[src/hdl/hme_pkg.sv]
// shared types and constants for the heightmap erosion pass
// no dependencies; all other hdl files refer to it by scoped names
`default_nettype none
package hme_pkg;

  localparam int HEIGHT_BITS    = 24;
  localparam int MAX_WIDTH      = 1024;
  localparam int COL_BITS       = $clog2(MAX_WIDTH);
  localparam int DIM_BITS       = 11;
  localparam int ROW_BITS       = 11;
  localparam int POS_BITS       = 12;
  localparam int DRAIN_BITS     = 12;
  localparam int LIMIT_BITS     = 23;
  localparam int HALF_BITS      = LIMIT_BITS - 1;
  localparam int DROP_BITS      = HEIGHT_BITS + 1;
  localparam int SUM_BITS       = HEIGHT_BITS + 4;
  localparam int CFG_DATA_BITS  = 23;
  localparam int CFG_INDEX_BITS = 2;
  localparam int NUM_CELLS      = 9;
  localparam int NUM_NBRS       = 8;

  // configuration register indexes
  typedef enum logic [CFG_INDEX_BITS-1:0] {
    REG_MAP_WIDTH     = 2'd0,
    REG_MAP_ROWS      = 2'd1,
    REG_EROSION_LIMIT = 2'd2
  } cfg_reg_t;

  typedef logic signed [HEIGHT_BITS-1:0] height_t;
  typedef logic signed [DROP_BITS-1:0]   drop_t;

  // 5x5 window, [row][column], column 4 is the newest
  typedef logic [4:0][4:0][HEIGHT_BITS-1:0] window_t;

  typedef logic [NUM_NBRS-1:0][HALF_BITS-1:0] gain_vec_t;

  // clamped configuration as seen by the datapath
  typedef struct packed {
    logic [DIM_BITS-1:0]   width;
    logic [DIM_BITS-1:0]   rows;
    logic [LIMIT_BITS-1:0] limit;
  } cfg_t;

  // per-result control that travels with the window
  typedef struct packed {
    logic                 last;
    logic [NUM_CELLS-1:0] inner;
  } cell_ctl_t;

  // neighbour scan order: column offset outer, row offset inner
  function automatic int nb_dy(input int n);
    int r;
    case (n)
      0, 3, 5: r = -1;
      1, 6:    r = 0;
      default: r = 1;
    endcase
    return r;
  endfunction

  function automatic int nb_dx(input int n);
    int r;
    case (n)
      0, 1, 2: r = -1;
      3, 4:    r = 0;
      default: r = 1;
    endcase
    return r;
  endfunction

  // neighbour number for a given offset
  function automatic int nb_index(input int dy, input int dx);
    int r;
    r = 0;
    for (int n = 0; n < NUM_NBRS; n++) begin
      if (nb_dy(n) == dy && nb_dx(n) == dx) r = n;
    end
    return r;
  endfunction

endpackage
`default_nettype wire

[src/hdl/hme_sum.sv]
// subtracts its loss from the centre, adds the received halves, saturates into the output register
// two register stages; depends on hme_pkg
`default_nettype none
module hme_sum (
  input  logic                            clk,
  input  logic                            rst_n,
  input  logic                            gain_valid,
  output logic                            gain_ready,
  input  logic [hme_pkg::HEIGHT_BITS-1:0] centre,
  input  logic [hme_pkg::HALF_BITS-1:0]   loss,
  input  hme_pkg::gain_vec_t              gains,
  input  logic                            last,
  output logic                            out_valid,
  input  logic                            out_ready,
  output logic [hme_pkg::HEIGHT_BITS-1:0] out_height,
  output logic                            out_last
);

  localparam int EXT = hme_pkg::SUM_BITS - hme_pkg::HEIGHT_BITS;
  localparam int TOP = hme_pkg::SUM_BITS - hme_pkg::HEIGHT_BITS + 1;

  logic ready_6, ready_7;

  logic                                v6_r, last6_r;
  logic signed [hme_pkg::SUM_BITS-1:0] p0_r, p1_r, p2_r, p0_nxt, p1_nxt, p2_nxt;

  logic                            v7_r, last7_r;
  logic [hme_pkg::HEIGHT_BITS-1:0] res7_r, res_nxt;

  assign ready_7    = !v7_r || out_ready;
  assign ready_6    = !v6_r || ready_7;
  assign gain_ready = ready_6;

  // partial sums
  assign p0_nxt = $signed({{EXT{centre[hme_pkg::HEIGHT_BITS-1]}}, centre}) -
                  $signed(hme_pkg::SUM_BITS'(loss));
  assign p1_nxt = $signed(hme_pkg::SUM_BITS'(gains[0]) + hme_pkg::SUM_BITS'(gains[1]) +
                          hme_pkg::SUM_BITS'(gains[2]) + hme_pkg::SUM_BITS'(gains[3]));
  assign p2_nxt = $signed(hme_pkg::SUM_BITS'(gains[4]) + hme_pkg::SUM_BITS'(gains[5]) +
                          hme_pkg::SUM_BITS'(gains[6]) + hme_pkg::SUM_BITS'(gains[7]));

  always_ff @(posedge clk) begin
    if (!rst_n) v6_r <= 1'b0;
    else if (ready_6) v6_r <= gain_valid;
  end

  always_ff @(posedge clk) begin
    if (ready_6 && gain_valid) begin
      p0_r    <= p0_nxt;
      p1_r    <= p1_nxt;
      p2_r    <= p2_nxt;
      last6_r <= last;
    end
  end

  // final add and saturation to the height range
  always_comb begin
    logic signed [hme_pkg::SUM_BITS-1:0] total;
    logic [TOP-1:0] hi;
    total = p0_r + p1_r + p2_r;
    hi    = total[hme_pkg::SUM_BITS-1:hme_pkg::HEIGHT_BITS-1];
    if (hi == '0 || hi == '1) res_nxt = total[hme_pkg::HEIGHT_BITS-1:0];
    else if (total[hme_pkg::SUM_BITS-1]) res_nxt = {1'b1, {(hme_pkg::HEIGHT_BITS-1){1'b0}}};
    else res_nxt = {1'b0, {(hme_pkg::HEIGHT_BITS-1){1'b1}}};
  end

  always_ff @(posedge clk) begin
    if (!rst_n) v7_r <= 1'b0;
    else if (ready_7) v7_r <= v6_r;
  end

  always_ff @(posedge clk) begin
    if (ready_7 && v6_r) begin
      res7_r  <= res_nxt;
      last7_r <= last6_r;
    end
  end

  assign out_valid  = v7_r;
  assign out_height = res7_r;
  assign out_last   = last7_r;

endmodule
`default_nettype wire

[config.mk]
export PLATFORM = sky130hd
export DESIGN_NAME = hme_sum
export DESIGN_NICKNAME = d
export VERILOG_FILES = /design/src/hdl/hme_pkg.sv /design/src/hdl/hme_sum.sv
export SDC_FILE = /design/constraint.sdc
export NUM_CORES = 1
export LEC_CHECK = 0
export BUFFER_PORTS_ARGS = -buffer_cell sky130_fd_sc_hd__buf_2
export CAP_MARGIN = 5
export CORE_UTILIZATION = 55
export DETAILED_ROUTE_END_ITERATION = 10
export GPL_TIMING_DRIVEN = 0
export PLACE_DENSITY_LB_ADDON = 0.15
export SYNTH_ARGS = -nofsm -noshare
export SYNTH_HDL_FRONTEND = slang
export SYNTH_SLANG_ARGS = --single-unit
[constraint.sdc]
create_clock -name clk -period 9.5 [get_ports clk]
set_input_delay 0.475 -clock clk [delete_from_list [all_inputs] [get_ports clk]]
set_output_delay 0.475 -clock clk [all_outputs]
set_load 0.02 [all_outputs]
### Yosys cells after proc, flatten, opt, wreduce, memory -nomap -nowiden

Cells that the tools add are included.

* div/mod/pow operators: 0
* reductions and logical operators: 8
* multiply operators: 0
* multiplexer cells: 2
* bitwise gates (word level): 0
* shift operators: 0
* add/sub/neg operators: 9
* equal/unequal tests: 1
* magnitude comparators: 0

Operators with widths (number)
* $add A28 B28 Y28: 2
* $add A24 B22 Y25: 2
* $add A23 B22 Y24: 2
* $mux W24: 2
* $add A22 B22 Y23: 2
* $sub A24 B23 Y25: 1
* $eq A5 B5 Y1 const B: 1
* $logic_not A5 Y1: 1
* $logic_or A1 B1 Y1: 3
* $logic_and A1 B1 Y1: 2
* $logic_not A1 Y1: 2

* bits of input ports: 227
* ROM bits: 0
* bits in writable memories: 0
* memories kept: 0
* bits in latches: 0
* register bits: 112

### Longest topological paths before layout

* word-level depth: 5
* mapped depth: 17
* depth with buffers taken out: 16

### Least setup slack after synthesis

No wires, ideal clock.

* path kind: input -> register
* start point: in gains[97] (netlist bit)
* end point: reg p2_r[22] (netlist bit) (data pin)
* arrival: 4.183 ns
* stages on the path: 15
* setup time: 0.259 ns
* path buffers: 0
* path slack: 5.058 ns
* path through: inv_1 -> fa_1 -> fa_1 -> inv_1 -> ha_1 -> a21o_1 -> a21o_1 -> a21o_1 -> a221o_1 -> a221o_1 -> or4_4 -> and3_4 -> a2111oi_4 -> a21oi_2 -> xor2_1

* cells in the longest elaborated chain, start to end: 3

RTL lines
* from (decl): line hme_sum.sv:11 `input hme_pkg::gain_vec_t gains,`
* $add A22 B22 Y23: line hme_sum.sv:39 `assign p2_nxt = $signed(hme_pkg::SUM_BITS'(gains[4]) + hme_pkg::SUM_BITS'(gains[5]) +`
* $add A23 B22 Y24: line hme_sum.sv:39
* $add A24 B22 Y25: line hme_sum.sv:40 `hme_pkg::SUM_BITS'(gains[6]) + hme_pkg::SUM_BITS'(gains[7]));`
* named net p2_nxt, one bit: line hme_sum.sv:25 `logic signed [hme_pkg::SUM_BITS-1:0] p0_r, p1_r, p2_r, p0_nxt, p1_nxt, p2_nxt;`
* to (signal assigned): line hme_sum.sv:51 `p2_r <= p2_nxt;`
* to (decl): line hme_sum.sv:25

The timed path passes the listed nets, and every way through them passes these cells.
A chain may end at the register's enable or synchronous reset.

### Worst setup path after layout

* start point: reg p0_r[1] (netlist bit)
* end point: reg res7_r, in the netlist out_height[17] (data pin)

* cells in the longest elaborated chain, start to end: 5

RTL lines
* from (decl): line hme_sum.sv:25
* from (signal assigned): line hme_sum.sv:49 `p0_r <= p0_nxt;`
* $add A28 B28 Y28 * (2 in series): line hme_sum.sv:60 `total = p0_r + p1_r + p2_r;`
* $eq A5 B5 Y1 / $logic_not A5 Y1 (equally long branches): line hme_sum.sv:62 `if (hi == '0 || hi == '1) res_nxt = total[hme_pkg::HEIGHT_BITS-1:0];`
* $logic_or A1 B1 Y1: line hme_sum.sv:62
* $mux W24 *: line hme_sum.sv:62
* named net res_nxt, one bit: line hme_sum.sv:28 `logic [hme_pkg::HEIGHT_BITS-1:0] res7_r, res_nxt;`
* to (signal assigned): line hme_sum.sv:74 `res7_r <= res_nxt;`
* to (decl): line hme_sum.sv:28

The timed path passes the listed nets; every way through them passes the cells marked *.

==> flow_metrics.env <==
export IMPL_status="complete, no violations"
export IMPL_layout_drive_gt1_share_pct=21.76
export IMPL_cts_hold_buf=0
export IMPL_syn_nets=1473
export IMPL_htree_levels=3
export IMPL_p_sw_mw=1.582
export IMPL_cap_viol_max_count=0
export IMPL_finalPower_mw=3.595
export IMPL_clkPwrFrac_pct=9.1
export IMPL_synth_edff_count=99
export IMPL_io_pin_count=254
export IMPL_end_kind="flop"
export IMPL_min_path_type="primary input to flop"
export IMPL_multi_input_area_mm2=0.006400
export IMPL_numCtsBuffers=9
export IMPL_final_common_cell="inv_1"
export IMPL_die_y_um=139.5
export IMPL_p_comb_share_pct=67.1
export IMPL_cts_sinks=101
export IMPL_synthDistinctLibCells=56
export IMPL_setup_tns_ns=0
export IMPL_seq_area_mm2=0.003013
export IMPL_routed_wl_um=20910
export IMPL_rows=49
export IMPL_crit_start="p0_r[1]"
export IMPL_worstPathMaxFanout=10
export IMPL_area_delta_synth_final_pct=17.99
export IMPL_leakagePower_nw=6.282
export IMPL_place_congestion=0.8891
export IMPL_ctsResizeCount=0
export IMPL_port_buffers=253
export IMPL_die_x_um=139.5
export IMPL_ys_warn_count=0
export IMPL_clkLatencyLatePin_ns=0.34
export IMPL_rsz0062_at_grt="false"
export IMPL_holdCritStartpoint="last"
export IMPL_critPathKind="flop to flop"
export IMPL_grt_max_degree=75
export IMPL_power_frac_seq_pct=23.8
export IMPL_layout_common_cells="inv_1, buf_2, fa_1, edfxtp_1, ha_1"
export IMPL_cp_required_ns=9.57
export IMPL_vias=7734
export IMPL_synthFlopType="edfxtp_1"
export IMPL_start_util_pct=56.94
export IMPL_drt_first_iter_violations=322
export IMPL_async_flop_share_pct=0
export IMPL_grt_pass1_wl_um=35170
export IMPL_cts_tree="built"
export IMPL_n_antenna_cell=0
export IMPL_power_internal_mw=2.013
export IMPL_n_fill_cell=1489
export IMPL_grt_pass1_vias=7727
export IMPL_finalHoldViolCount=0
export IMPL_ys_ff_latch=101
export IMPL_wl_per_cell_um=13.58
export IMPL_syn_area_per_cell_um2=10.01
export IMPL_cts_root_buf="clkbuf_16"
export IMPL_period_share_pct=47.51
export IMPL_grt_use_total_pct=22.64
export IMPL_max_vdd_ir_drop_mv=0.1368
export IMPL_powerDensity_mw_per_mm2=292.9
export IMPL_startpoint_type="flop"
export IMPL_post_cts_buffers=0
export IMPL_drv_slew=0
export IMPL_skew_ns=0.008388
export IMPL_netlist_instances=1039
export IMPL_drc=0
export IMPL_r2r_start="p0_r[1]"
export IMPL_holdWs_ns=0.3103
export IMPL_max_freq_mhz=221.5
export IMPL_relSlewSlack_pct=61.68
export IMPL_setup_violations=0
export IMPL_drt_pass1_iter_count=5
export IMPL_dpl_hpwl_um=17800
export IMPL_antenna_left=0
export IMPL_seq_area_frac_synth_pct=28.96
export IMPL_die_area_mm2=0.01947
export IMPL_layout_nets=1739
export IMPL_clk_pin_slew_ns=0.07
export IMPL_worst_slew_pin_slew_ns=0.5603
export IMPL_via_per_inst=5.025
export IMPL_cts_buffer_depth=2
export IMPL_switching_share_pct=44.00
export IMPL_overflow=0
export IMPL_period_needed_ns=4.514
export IMPL_grt_antenna_before_repair=0
export IMPL_synthesis_area_mm2=0.01040
export IMPL_core_area_mm2=0.01827
export IMPL_arrival_ns=4.59
[critical path, cell delays in order (launching register included)]
cell      delay, ns
edfxtp_1       0.40
fa_1           0.48
ha_1           0.22
inv_1          0.07
fa_1           0.19
nor2b_1        0.07
o31a_1         0.28
o31ai_1        0.25
a21oi_1        0.15
a31oi_1        0.40
o31ai_1        0.14
a21oi_1        0.27
mux2_2         0.38
o32ai_2        0.52
buf_2          0.31
a21oi_1        0.09
[power groups by stage]
stage / combinational [mW] / clock [mW] / sequential, mW
floorplan: 1.81 / 0 / 0.895
global placement: 2.33 / 0 / 0.861
detailed placement: 2.37 / 0 / 0.864
CTS: 2.40 / 0.336 / 0.855
global route: 2.74 / 0.353 / 0.868
finish: 2.41 / 0.329 / 0.855
[logic make-up after synthesis]
kind of cell               count (synthesis)  synth area share [%]
muxes                                      2                0.2045
DFF                                      101                 28.96
adders and majority gates                207                 33.12
buffers and inverters                    264                 9.562
AOI/OAI and AO/OA                        230                 14.47
xor gates and xnor gates                  72                 6.062
and+or+nand+nor                          163                 7.614
[synthesized netlist by cell type (6+ instances only)]
cell type  number  area (µm²)
xnor2_1        49       429.2
edfxtp_1       99        2973
o21a_1         16       120.1
a21oi_1        85       425.4
fa_1          114        2282
ha_1           93        1164
nor3_1         11       55.05
nor2b_1        15       93.84
inv_1         258       968.4
nand3_1        17       85.08
xor2_1         23       201.4
nor2_1         46       172.7
and2_1          7       43.79
o21ai_0        29       145.1
and3_1          6       37.54
a21o_1         39       292.8
o21bai_1       12       90.09
nand2b_1       13       81.33
a31oi_1         6       37.54
nand2_1        36       135.1
[final cells by class]
| type | count | share of cell area, % |
|---|---|---|
| buffer | 6 | 0.2141 |
| clock buffer | 10 | 1.865 |
| clock inverter | 6 | 0.2446 |
| inverter | 258 | 7.890 |
| multi-input combinational | 674 | 52.14 |
| sequential | 101 | 24.55 |
| tap | 229 | 2.334 |
| timing repair buffer | 255 | 10.76 |
[sequential cells by signal, indices dropped and copies added, names as in the netlist]
| register | cells |
|---|---|
| out_last | 1 |
| p1_r | 24 |
| out_height | 24 |
| out_valid | 1 |
| p2_r | 24 |
| v6_r | 1 |
| last6_r | 1 |
| p0_r | 25 |
[metal layers]
layer  track usage, %  share of wire, %
met5                0                 0
met4            4.737               1.1
met3            2.959               4.0
met2            38.27                48
met1            31.29                47
[worst paths after layout]
kind | to | cells after the start | slack, ns
worst max register to register | out_height[17] | 15 | 4.99
worst min register to register | out_last | 0 | 0.43
worst min-delay path | last6_r | 1 | 0.31
worst max-delay path | out_height[17] | 15 | 4.99
[per-stage QoR]
stage	cell area (µm²)	cells	util [%]	setup slack, ns
after floorplan	10400	1039	-	5.058
after global placement	11960	1521	65.44	4.726
after detailed placement	12020	1523	65.77	4.713
after CTS	12270	1539	67.18	4.955
after global routing	12270	1539	67.18	4.643
final	12270	1539	67.18	4.986
No activity file was read; power rests on OpenSTA's default activity.
